===== src/rtl/cht_pkg.sv =====
// Shared types, constants and codes for the cuckoo hash table.
package cht_pkg;

  localparam int unsigned KeyW = 31;
  localparam int unsigned LimitW = 18;
  localparam int unsigned KindW = 2;
  localparam int unsigned StatusW = 3;
  localparam int unsigned TABLE_SIZE = 1024;
  localparam logic [LimitW-1:0] MAX_DISP_RESET = LimitW'(2048);

  typedef enum logic [KindW-1:0] {
    KIND_INSERT = 2'd0,
    KIND_SEARCH = 2'd1,
    KIND_DELETE = 2'd2
  } kind_e;

  typedef enum logic [StatusW-1:0] {
    STS_INSERTED    = 3'd0,
    STS_DUPLICATE   = 3'd1,
    STS_FAILED      = 3'd2,
    STS_FOUND       = 3'd3,
    STS_NOT_FOUND   = 3'd4,
    STS_DELETED     = 3'd5,
    STS_DEL_MISSING = 3'd6
  } status_e;

  typedef enum logic [2:0] {
    ST_CLEAR,
    ST_IDLE,
    ST_PROBE,
    ST_DECIDE,
    ST_REPROBE,
    ST_PLACE
  } state_e;

  typedef struct packed {
    logic [KindW-1:0] kind;
    logic [KeyW-1:0]  key;
  } in_item_t;

  typedef struct packed {
    status_e           status;
    logic [KeyW-1:0]   dropped_key;
    logic [LimitW-1:0] displacement_count;
  } out_item_t;

  typedef struct packed {
    logic    clear;
    logic    load_item;
    logic    hash_start;
    logic    read_en;
    logic    wr_one;
    logic    wr_two;
    logic    wr_cur;
    logic    wr_valid;
    logic    evict;
    logic    res_load;
    status_e res_status;
    logic    res_evict;
  } cmd_t;

  typedef struct packed {
    logic             hash_done;
    logic             hit_one;
    logic             hit_two;
    logic             cur_valid;
    logic             at_limit;
    logic             zero_limit;
    logic             out_free;
    logic             clear_last;
    logic [KindW-1:0] kind;
  } sts_t;

endpackage


===== src/rtl/cht_ctrl.sv =====
// Controller state machine for lookup, delete and cuckoo placement.
module cht_ctrl (
  input  logic          clk_i,
  input  logic          rst_ni,
  input  logic          in_valid_i,
  output logic          in_ready_o,
  input  cht_pkg::sts_t sts_i,
  output cht_pkg::cmd_t cmd_o
);

  cht_pkg::state_e state_q, state_d;
  logic            dup;
  logic            placing;
  logic            res_now;
  logic            go;

  always_comb begin
    dup     = sts_i.hit_one | sts_i.hit_two;
    placing = 1'b0;
    res_now = 1'b0;
    case (state_q)
      cht_pkg::ST_DECIDE: begin
        placing = (sts_i.kind == cht_pkg::KIND_INSERT) && !dup && !sts_i.zero_limit;
        res_now = !placing || !sts_i.cur_valid || sts_i.at_limit;
      end
      cht_pkg::ST_PLACE: begin
        placing = 1'b1;
        res_now = !sts_i.cur_valid || sts_i.at_limit;
      end
      default: begin
        placing = 1'b0;
        res_now = 1'b0;
      end
    endcase
    go = !res_now || sts_i.out_free;
  end

  always_comb begin
    state_d = state_q;
    case (state_q)
      cht_pkg::ST_CLEAR: begin
        if (sts_i.clear_last) state_d = cht_pkg::ST_IDLE;
      end
      cht_pkg::ST_IDLE: begin
        if (in_valid_i) state_d = cht_pkg::ST_PROBE;
      end
      cht_pkg::ST_PROBE: begin
        if (sts_i.hash_done) state_d = cht_pkg::ST_DECIDE;
      end
      cht_pkg::ST_REPROBE: begin
        if (sts_i.hash_done) state_d = cht_pkg::ST_PLACE;
      end
      cht_pkg::ST_DECIDE, cht_pkg::ST_PLACE: begin
        if (go) begin
          if (placing && sts_i.cur_valid && !sts_i.at_limit) begin
            state_d = cht_pkg::ST_REPROBE;
          end else begin
            state_d = cht_pkg::ST_IDLE;
          end
        end
      end
      default: state_d = cht_pkg::ST_CLEAR;
    endcase
  end

  always_comb begin
    cmd_o      = '0;
    in_ready_o = 1'b0;
    case (state_q)
      cht_pkg::ST_CLEAR: begin
        cmd_o.clear  = 1'b1;
        cmd_o.wr_one = 1'b1;
        cmd_o.wr_two = 1'b1;
      end
      cht_pkg::ST_IDLE: begin
        in_ready_o      = 1'b1;
        cmd_o.load_item = in_valid_i;
      end
      cht_pkg::ST_PROBE, cht_pkg::ST_REPROBE: begin
        cmd_o.hash_start = 1'b1;
        cmd_o.read_en    = sts_i.hash_done;
      end
      cht_pkg::ST_DECIDE, cht_pkg::ST_PLACE: begin
        if (go) begin
          if (placing) begin
            cmd_o.wr_cur   = 1'b1;
            cmd_o.wr_valid = 1'b1;
            if (!sts_i.cur_valid) begin
              cmd_o.res_load   = 1'b1;
              cmd_o.res_status = cht_pkg::STS_INSERTED;
            end else begin
              cmd_o.evict = 1'b1;
              if (sts_i.at_limit) begin
                cmd_o.res_load   = 1'b1;
                cmd_o.res_status = cht_pkg::STS_FAILED;
                cmd_o.res_evict  = 1'b1;
              end
            end
          end else begin
            cmd_o.res_load = 1'b1;
            case (sts_i.kind)
              cht_pkg::KIND_INSERT: begin
                cmd_o.res_status = dup ? cht_pkg::STS_DUPLICATE : cht_pkg::STS_FAILED;
              end
              cht_pkg::KIND_DELETE: begin
                if (sts_i.hit_one) begin
                  cmd_o.wr_one     = 1'b1;
                  cmd_o.res_status = cht_pkg::STS_DELETED;
                end else if (sts_i.hit_two) begin
                  cmd_o.wr_two     = 1'b1;
                  cmd_o.res_status = cht_pkg::STS_DELETED;
                end else begin
                  cmd_o.res_status = cht_pkg::STS_DEL_MISSING;
                end
              end
              default: begin
                cmd_o.res_status = dup ? cht_pkg::STS_FOUND : cht_pkg::STS_NOT_FOUND;
              end
            endcase
          end
        end
      end
      default: begin
        cmd_o      = '0;
        in_ready_o = 1'b0;
      end
    endcase
  end

  always_ff @(posedge clk_i or negedge rst_ni) begin
    if (!rst_ni) begin
      state_q <= cht_pkg::ST_CLEAR;
    end else begin
      state_q <= state_d;
    end
  end

endmodule


===== config.mk =====
export PLATFORM = sky130hd
export DESIGN_NAME = cht_ctrl
export DESIGN_NICKNAME = d
export VERILOG_FILES = /design/src/rtl/cht_pkg.sv /design/src/rtl/cht_ctrl.sv
export SDC_FILE = /design/constraint.sdc
export NUM_CORES = 1
export LEC_CHECK = 0
export ABC_AREA = 0
export ABC_CLOCK_PERIOD_IN_PS = 2000
export BUFFER_PORTS_ARGS = -buffer_cell sky130_fd_sc_hd__buf_2
export CORE_MARGIN = 10
export CORE_UTILIZATION = 25
export DETAILED_ROUTE_END_ITERATION = 10
export GPL_TIMING_DRIVEN = 0
export MAX_ROUTING_LAYER = met4
export PLACE_DENSITY = 0.61
export SETUP_SLACK_MARGIN = 0.1
export SLEW_MARGIN = 20
export SYNTH_ARGS = -nofsm -noshare
export SYNTH_HDL_FRONTEND = slang
export SYNTH_SLANG_ARGS = --single-unit

===== constraint.sdc =====
create_clock -name clk_i -period 2 [get_ports clk_i]
set_input_delay 0.3 -clock clk_i [delete_from_list [all_inputs] [get_ports clk_i]]
set_output_delay 0.3 -clock clk_i [all_outputs]
set_load 0.02 [all_outputs]

==> results of run 1 <==
cell usage after synthesis:
| cell type | number |
|---|---|
| a21o_2 | 1 |
| nand2_1 | 2 |
| and3b_1 | 1 |
| buf_2 | 2 |
| buf_4 | 1 |
| dfrtp_1 | 3 |
| xor2_1 | 1 |
| or3b_2 | 1 |
| o21a_1 | 1 |
| a31oi_1 | 1 |
| nand2b_1 | 5 |
| or3_1 | 2 |
| o21bai_1 | 1 |
| a21oi_1 | 5 |
| a21o_1 | 1 |
| nand3_1 | 1 |
| a2111oi_0 | 1 |
| a211o_1 | 1 |
| nor4_1 | 2 |
| o22a_1 | 1 |
| nand4b_1 | 1 |
| nor2b_1 | 1 |
| clkbuf_1 | 1 |
| a211oi_1 | 1 |
| and3_1 | 2 |
| a22o_1 | 1 |
| inv_1 | 3 |
| nor3_1 | 2 |
| or4_4 | 1 |
| o22ai_1 | 1 |
| nor3b_1 | 1 |
| nor2_1 | 7 |
| o221a_2 | 1 |
| a31o_2 | 1 |
area by class of cell:
class | instances | area, um2 | share of cell area (%)
Inverter | 3 | 11.3 | 1.57
Buffer | 4 | 28.8 | 4.01
Timing Repair Buffer | 31 | 199 | 27.7
Clock buffer | 4 | 26.3 | 3.66
Multi-Input combinational cell | 48 | 357 | 49.7
Sequential cell | 3 | 75.1 | 10.5
Tap cell | 16 | 20.0 | 2.79
routing by layer:
layer  wire length [um]  GRT usage, %  vias to the layer above  share of wire, %
li1                   -             -                      284                 -
met1                651          9.30                      289                39
met2                920          14.0                       16                55
met3                115          3.34                        0               6.8
met4                  0          2.82                        0                 0
met5                  0             -                        -                 0
through the flow:
stage,util (%),setup TNS [ps],hold slack (ps),setup WS [ps],cells
after floorplan,-,0,4.41,116,58
after global placement,37.2,-283,97.7,-132,101
after detailed placement,37.2,-294,103,-134,101
after CTS,41.2,0,393,54.2,107
after global routing,46.5,0,410,46.5,109
final,46.5,0,388,97.5,109
repair_timing:
item,CTS,global route
resized for setup,3,20
gates cloned,0,0
setup endpoints to repair,5,9
hold buffers,1,0
pin swaps,0,1
buffers inserted,1,2
hold endpoints to repair,3,0
final timing paths:
| path | endpoint | slack (ps) | cells after the start |
|---|---|---|---|
| worst max-delay path | cmd_o[7] | 100 | 6 |
| worst min register to register | state_q[1]$_DFFE_PN0P_ | 730 | 3 |
| worst max register to register | state_q[0]$_DFFE_PN0P_ | 520 | 4 |
| max in group asynchronous | state_q[2]$_DFFE_PN0P_ | 1490 | 2 |
| worst min-delay path | state_q[0]$_DFFE_PN0P_ | 390 | 2 |
| min in group clk_i | state_q[0]$_DFFE_PN0P_ | 420 | 3 |
logic make-up (layout without fill, tap and decap cells):
logic type / after synthesis / after routing
flip-flops: 3 / 3
buffers and inverters: 7 / 42
XOR/XNOR: 1 / 1
AND/OR/NAND/NOR: 29 / 29
AO/OA/AOI/OAI: 18 / 18
critical path, cell delays in order:
cell and delay (ps):
buf_8 100, or4_4 570, nor4_4 230, o22a_2 210, buf_6 90, buf_6 100
power by group:
part | leakage, nW | switching (mW) | internal [mW]
logic | 0.320 | 0.307 | 0.183
registers | 0.0365 | 0.0131 | 0.0814
clock network | 0.0150 | 0.0335 | 0.0748
total | 0.372 | 0.353 | 0.339
==> flow_summary.yaml, run 1 <==
power_and_ir_drop:
  p_per_area_nw_per_um2: 966
  total_power_mw: 0.693
  peakVddDrop_uv: 477
  p_leak_nw: 0.372
global_route:
  antenna_found_initial: 0
  grt_pass1_vias: 532
  grt_pass1_wl_um: 2440
  grtUsageTotal_pct: 8.57
  overflow: 0
  grt_max_degree: 11
critical_path:
  worstSetupPathType: "in2out"
  start_kind: "input port"
  reg2reg_from: "state_q[2]$_DFFE_PN0P_"
  crit_start: "sts_i[8]"
  worst_ep_required_time_ps: 1700
  worstPathArrival_ps: 1600
  worst_setup_path_end_kind: "output port"
  critPathMaxFanout: 5
synthesis:
  synthTopCellsByArea: "dfrtp_1 18%, nand2b_1 7.5%, nor2_1 6.3%"
  synth_cells: 58
  synth_seq_cells: 3
  synth_simple_gate_area_share_pct: 40.5
  synth_top_area_cell: "dfrtp_1"
  synth_top_family_by_area: "simple AND/OR/NAND/NOR gates"
  synth_top_area_share_pct: 18.0
  synth-xor-area-share_pct: 2.10
  ys_types: 34
  seq_area_frac_synth_pct: 18.0
  synthAdderAreaFrac_pct: 0
  synthesis.area_um2: 417
  muxShareOfSynthArea_pct: 0
  ys_warn_count: 0
  syn-num-nets: 71
  avgSynthCellArea_um2: 7.18
  synth_compound_area_share_pct: 31.5
sta:
  worst_pin_slew_ps: 449
  setup_violations: 0
  clock.fmax_mhz: 526
  hold_viol_final: 0
  finalCriticalPeriod_ps: 1900
  slew_headroom_pct: 69.3
  rsz0062_at_grt: "yes"
  drv_slew: 0
  clock_skew_ps: 9.88
  fin_crit_sh_pct: 95.1
clock_tree:
  tritoncts: "done"
  cts.sinks: 3
  clk_pin_slew_ps: 40
  root_buffer: "clkbuf_4"
  cts_made_buffers: 3
  worstSkewPairLatency_ps: 240
  cts_buffer_depth: 2
  h-tree-depth: 1
finish:
  diodes: 0
  final_common_cell: "buf_2"
  fillers: 166
  stdcell_area_um2: 717
  nNetsFinal: 107
  top_register: "state_q"
  reg.largest.list: "state_q (3)"
  syn_to_final_growth_pct: 72.1
  largest_reg_flops: 3
  layout_common_cells: "24 x buf_2, 6 x nor2_1, 5 x nand2b_1, 5 x a21oi_1"
  drive_gt1_share_pct: 53.8
outcome:
  status: "complete, no violations"
floorplanning:
  fp.dieH_um: 60.8
  num_rows: 14
  io_pins: 28
  dieWidth_um: 60.8
  initial_core_util_pct: 27.0
  fp.coreArea_um2: 1540
  dieArea_um2: 3700
placement:
  io_buffers: 27
  dpl.hpwl_um: 1190
  place.gp.congestion: 0.741
  dpl_cell_area_um2: 573
drt:
  drt-initial-drc-count: 19
  first_pass_iters: 6
  drt-total-wl_um: 1690
  dr_total_vias: 589
  via_per_inst: 5.40
  wire_per_inst_um: 15.5
  ant_nets: 0
  drc: 0
min_path:
  hold_path.class: "in2async"
flow_run:
  max-cap-violations: 0
Note: power is estimated with default switching activity, not from simulation.
==> inputs of run 2 (changes only) <==
--- a/config.mk
+++ b/config.mk
@@ -7,14 +7,13 @@
 export LEC_CHECK = 0
 export ABC_AREA = 0
 export ABC_CLOCK_PERIOD_IN_PS = 2000
-export BUFFER_PORTS_ARGS = -buffer_cell sky130_fd_sc_hd__buf_2
+export BUFFER_PORTS_ARGS = -buffer_cell sky130_fd_sc_hd__clkbuf_2
 export CORE_MARGIN = 10
 export CORE_UTILIZATION = 25
 export DETAILED_ROUTE_END_ITERATION = 10
 export GPL_TIMING_DRIVEN = 0
 export MAX_ROUTING_LAYER = met4
 export PLACE_DENSITY = 0.61
-export SETUP_SLACK_MARGIN = 0.1
 export SLEW_MARGIN = 20
 export SYNTH_ARGS = -nofsm -noshare
 export SYNTH_HDL_FRONTEND = slang
==> run 2 against run 1 <==
Non-clock buffer count is 1 lower. Worst setup slack worse by 68 ps. Sequential power hardly changed. Total power is 4.7% lower. Clock power hardly changed. Core utilization is 3.3 points lower. Wire length is 10% lower. Register-to-register slack better by 100 ps. Critical endpoint unchanged. Sequential cell count stayed put. Cell area is 7.2% lower. Global-route usage is 0.31 points higher.
==> flow_summary.yaml, run 2 (synthesized netlist as in run 1, its figures left out) <==
outcome:
  status: "complete, no violations"
drt:
  dr_total_vias: 564
  drt-total-wl_um: 1520
  first_pass_iters: 4
  drt-initial-drc-count: 1
  wire_per_inst_um: 14.0
  via_per_inst: 5.22
  ant_nets: 0
  drc: 0
sta:
  setup_violations: 0
  drv_slew: 0
  finalCriticalPeriod_ps: 1970
  rsz0062_at_grt: "yes"
  hold_viol_final: 0
  worst_pin_slew_ps: 371
  slew_headroom_pct: 74.6
  clock_skew_ps: 4.73
  setup_ws_ps: 29.9
  clock.fmax_mhz: 508
  fin_crit_sh_pct: 98.5
  fin_tns_setup_ps: 0
finish:
  diodes: 0
  finish.utilization_pct: 43.2
  final_common_cell: "clkbuf_2"
  stdcell_area_um2: 666
  top_register: "state_q"
  drive_gt1_share_pct: 47.8
  reg.largest.list: "state_q (3)"
  layout_common_cells: "25 x clkbuf_2, 7 x nor2_1, 5 x nand2b_1, 5 x a21oi_1, 4 x clkbuf_4"
  largest_reg_flops: 3
  nNetsFinal: 106
  syn_to_final_growth_pct: 59.8
placement:
  pre_cts_ws_ps: -186
  place.gp.congestion: 0.751
  io_buffers: 27
  dpl_cell_area_um2: 572
  dpl.hpwl_um: 1190
power_and_ir_drop:
  p_leak_nw: 0.358
  intPower_mw: 0.321
  pwr-share-comb_pct: 69.2
  p_clk_share_pct: 16.5
  p_per_area_nw_per_um2: 992
  peakVddDrop_uv: 652
  netSwitchingFraction_pct: 51.4
  pwr-share-seq_pct: 14.3
  p_switching_mw: 0.339
global_route:
  use_met1_pct: 10.5
  grt_max_degree: 11
  overflow: 0
  antenna_found_initial: 0
  grt_use_met2_pct: 13.2
  grt_pass1_vias: 577
  globalRouteMet3Util_pct: 5.01
  grt_pass1_wl_um: 2530
  grtUsageTotal_pct: 8.88
  top_usage_layer: "met2"
critical_path:
  worst_ep_required_time_ps: 1700
  worst_setup_path_end_kind: "output port"
  reg2reg_depth: 4
  start_kind: "input port"
  worstPathArrival_ps: 1670
  reg2reg_from: "state_q[2]$_DFFE_PN0P_"
  crit_start: "sts_i[7]"
  worstSetupPathType: "in2out"
  critPathMaxFanout: 5
floorplanning:
  fp.coreArea_um2: 1540
  dieWidth_um: 60.8
  dieArea_um2: 3700
  num_rows: 14
  io_pins: 28
  initial_core_util_pct: 27.0
  fp.dieH_um: 60.8
flow_run:
  max-cap-violations: 0
clock_tree:
  worstSkewPairLatency_ps: 240
  cts.sinks: 3
  cts_buffer_depth: 2
  tritoncts: "done"
  root_buffer: "clkbuf_4"
  clk_pin_slew_ps: 40
  h-tree-depth: 1
  cts_made_buffers: 3
min_path:
  hold_path.class: "in2async"
==> run 2: power groups by stage <==
stage	clock [mW]	combinational, mW	sequential, mW
6_report	0.109	0.457	0.0942
5_1_grt	0.123	0.513	0.0983
4_1_cts	0.115	0.453	0.0942
3_5_place_dp	0	0.435	0.0949
3_3_place_gp	0	0.430	0.0942
2_1_floorplan	0	0.304	0.0917
==> run 2: timing repair <==
action | CTS | global route
hold endpoints to repair | 3 | 0
endpoints found under the setup margin | 3 | 5
resized for setup | 2 | 12
buffers inserted | 0 | 2
hold buffers | 1 | 0
pin swaps | 0 | 3
==> run 2: layer usage <==
layer | part of all wire, % | wire, um
met5 | 0 | 0
met4 | 1.6 | 25
met3 | 7.1 | 108
met2 | 50 | 766
met1 | 41 | 616
==> run 2: worst paths after layout <==
path,endpoint,slack [ps]
min in group clk_i,state_q[0]$_DFFE_PN0P_,410
max reg2reg,state_q[0]$_DFFE_PN0P_,620
min reg2reg,state_q[1]$_DFFE_PN0P_,730
max,cmd_o[7],30
min,state_q[0]$_DFFE_PN0P_,390
max in group asynchronous,state_q[2]$_DFFE_PN0P_,1500
==> run 2: per-stage QoR <==
stage / std cells / power (mW) / hold WS, ps
finish: 108 / 0.660 / 390
global route: 108 / 0.735 / 394
CTS: 106 / 0.662 / 385
detailed placement: 101 / 0.530 / 102
global placement: 101 / 0.524 / 99.2
floorplan: 58 / 0.396 / 4.41
==> run 2: layout make-up <==
class	count	area [um2]
fill	171	876
clock buffer	4	26.3
sequential	3	75.1
inverter	3	11.3
buffer	4	25.0
tap	16	20.0
multi-input combinational	48	335
timing repair buffer	30	173
==> run 2: worst max-delay path: stages <==
cell    delay (ps)
buf_6          100
or4_4          540
nor4_4         310
o22a_1         210
buf_4          110
buf_6          100
==> inputs of run 3 (changes only) <==
--- a/config.mk
+++ b/config.mk
@@ -8,12 +8,12 @@
 export ABC_AREA = 0
 export ABC_CLOCK_PERIOD_IN_PS = 2000
 export BUFFER_PORTS_ARGS = -buffer_cell sky130_fd_sc_hd__clkbuf_2
-export CORE_MARGIN = 10
-export CORE_UTILIZATION = 25
+export CORE_AREA = 2 2 39 41
 export DETAILED_ROUTE_END_ITERATION = 10
+export DIE_AREA = 0 0 41 43
 export GPL_TIMING_DRIVEN = 0
 export MAX_ROUTING_LAYER = met4
-export PLACE_DENSITY = 0.61
+export PLACE_DENSITY = 0.71
 export SLEW_MARGIN = 20
 export SYNTH_ARGS = -nofsm -noshare
 export SYNTH_HDL_FRONTEND = slang
==> run 3 against run 2 <==
Critical path depth did not move. Global-route usage rose by 6.4 points. Clock power fell by 6%. Non-clock buffer count fell by 2. Wire length fell by 22%. Count of clock-buffer cells in the layout did not move. Worst setup slack improved by 58 ps. Fmax rose by 3.0%. Total power fell by 3.1%. Highest routed layer is now met3. Cell area fell by 4.3%.
==> flow_summary.yaml, run 3 (synthesized netlist as in run 1, its figures left out) <==
outcome:
  status: "complete, no violations"
power_and_ir_drop:
  p_switching_mw: 0.321
  pwr-share-comb_pct: 69.2
  total_power_mw: 0.640
  intPower_mw: 0.319
  peakVddDrop_uv: 554
  netSwitchingFraction_pct: 50.2
  pwr-share-seq_pct: 14.8
  p_per_area_nw_per_um2: 1000
  p_clk_share_pct: 16.0
  p_leak_nw: 0.346
floorplanning:
  num_rows: 14
  fp.coreArea_um2: 1380
  fp.dieH_um: 43
  dieWidth_um: 41
  io_pins: 28
  dieArea_um2: 1760
  initial_core_util_pct: 30.1
critical_path:
  worst_setup_path_end_kind: "output port"
  rrSetupSlack_ps: 590
  worstPathArrival_ps: 1610
  cpPeakStageDelay_ps: 560
  cpLargestDelayFamily: "simple AND/OR/NAND/NOR gates"
  worst_ep_required_time_ps: 1700
  critPathMaxFanout: 5
  worstSetupPathType: "in2out"
  r2r_end: "state_q[0]$_DFFE_PN0P_"
  critPathBufInv: 3
  reg2reg_depth: 4
  start_kind: "input port"
  crit_chain: "clkbuf_2 -> or4_4 -> nor4_4 -> o22a_1 -> buf_4 -> buf_6"
  critical_path.slowest_cell: "or4_4"
  reg2reg_from: "state_q[1]$_DFFE_PN0P_"
min_path:
  hold_depth: 3
  hold_path.class: "in2reg"
  hp-start: "in_valid_i"
  min_to: "state_q[0]$_DFFE_PN0P_"
flow_run:
  max-cap-violations: 0
finish:
  drive_gt1_share_pct: 44.4
  nNetsFinal: 104
  final_common_cell: "clkbuf_2"
  top_register: "state_q"
  stdcell_area_um2: 637
  finish.utilization_pct: 46.0
  largest_reg_flops: 3
  reg.largest.list: "state_q (3)"
  syn_to_final_growth_pct: 52.9
  diodes: 0
  layout_common_cells: "26 x clkbuf_2, 7 x nor2_1, 5 x nand2b_1, 5 x a21oi_1"
sta:
  fin_crit_sh_pct: 95.6
  drv_slew: 0
  finalCriticalPeriod_ps: 1910
  fin_tns_setup_ps: 0
  slew_headroom_pct: 73.1
  setup_violations: 0
  hold_viol_final: 0
  rsz0062_at_grt: "no"
  clock_skew_ps: 2.97
  worst_pin_slew_ps: 393
  clock.fmax_mhz: 523
clock_tree:
  cts_buffer_depth: 2
  cts_made_buffers: 3
  postCtsSetupBuffers: 0
  cts.sinks: 3
  h-tree-depth: 1
  worstSkewPairLatency_ps: 230
  root_buffer: "clkbuf_4"
  tritoncts: "done"
  clk_pin_slew_ps: 40
global_route:
  antenna_found_initial: 0
  grtUsageTotal_pct: 15.3
  grt_pass1_wl_um: 1860
  overflow: 0
  grt_max_degree: 11
  grt_pass1_vias: 463
drt:
  ant_nets: 0
  drt-initial-drc-count: 20
  dr_total_vias: 541
  wire_per_inst_um: 11.2
  drt-total-wl_um: 1190
  via_per_inst: 5.10
  first_pass_iters: 4
  drc: 0
placement:
  place.gp.congestion: 0.858
  dpl.hpwl_um: 913
  dpl_cell_area_um2: 572
  io_buffers: 27
[run 3: power by group through the flow]
stage | Combinational, mW | Clock [mW] | Sequential, mW
final | 0.443 | 0.102 | 0.0949
after floorplan | 0.304 | 0 | 0.0917
after global placement | 0.420 | 0 | 0.0935
after global routing | 0.487 | 0.113 | 0.0964
after CTS | 0.439 | 0.107 | 0.0935
after detailed placement | 0.423 | 0 | 0.0945
[run 3: worst max path at each step]
stage / start / to / slack (ps) / cells past startpoint
finish: sts_i[7] / cmd_o[7] / 90 / 6
detailed placement: sts_i[8] / cmd_o[7] / -140 / 6
CTS: sts_i[8] / cmd_o[7] / 40 / 6
global route: sts_i[7] / cmd_o[7] / 5 / 6
global placement: sts_i[8] / cmd_o[7] / -110 / 6
floorplan: sts_i[8] / cmd_o[7] / 60 / 4
[run 3: metal layers]
metal | share of wire, % | vias up | wire (um) | GRT usage [%]
met2 | 50 | 17 | 590 | 24.1
met3 | 6.6 | 0 | 78 | 1.57
met4 | 0 | 0 | 0 | 4.00
met1 | 44 | 244 | 516 | 20.1
met5 | 0 | - | 0 | -
li1 | - | 280 | - | -
[run 3: area by class of cell]
| class | instances | area [um2] |
|---|---|---|
| fillers | 157 | 747 |
| inverters | 3 | 11.3 |
| clock buffers | 4 | 26.3 |
| plain buffers | 4 | 22.5 |
| repair buffers | 28 | 158 |
| flip-flops and latches | 3 | 75.1 |
| multi-input cells | 48 | 324 |
| well taps | 16 | 20.0 |
[run 3: per-stage QoR]
stage / cells / setup WS [ps] / hold WS [ps]
2_1_floorplan: 58 / 63.1 / 4.41
3_3_place_gp: 101 / -110 / 95.1
3_5_place_dp: 101 / -138 / 96.9
4_1_cts: 106 / 40.4 / 393
5_1_grt: 106 / 5.06 / 442
6_report: 106 / 87.6 / 419
[run 3: worst register-to-register path, delay by kind of cell (launching register included)]
family / cells / cell delay, ps
AO/OA/AOI/OAI: 2 / 660
flip-flops: 1 / 330
buffers and inverters: 1 / 200
AND/OR/NAND/NOR: 1 / 80
[run 3: timing repair]
| action | 4_1_cts | 5_1_grt |
|---|---|---|
| hold buffers | 1 | 0 |
| gates cloned | 0 | 0 |
| gates resized for setup | 2 | 7 |
| endpoints found under the setup margin | 3 | 4 |
| hold endpoints to repair | 3 | 0 |
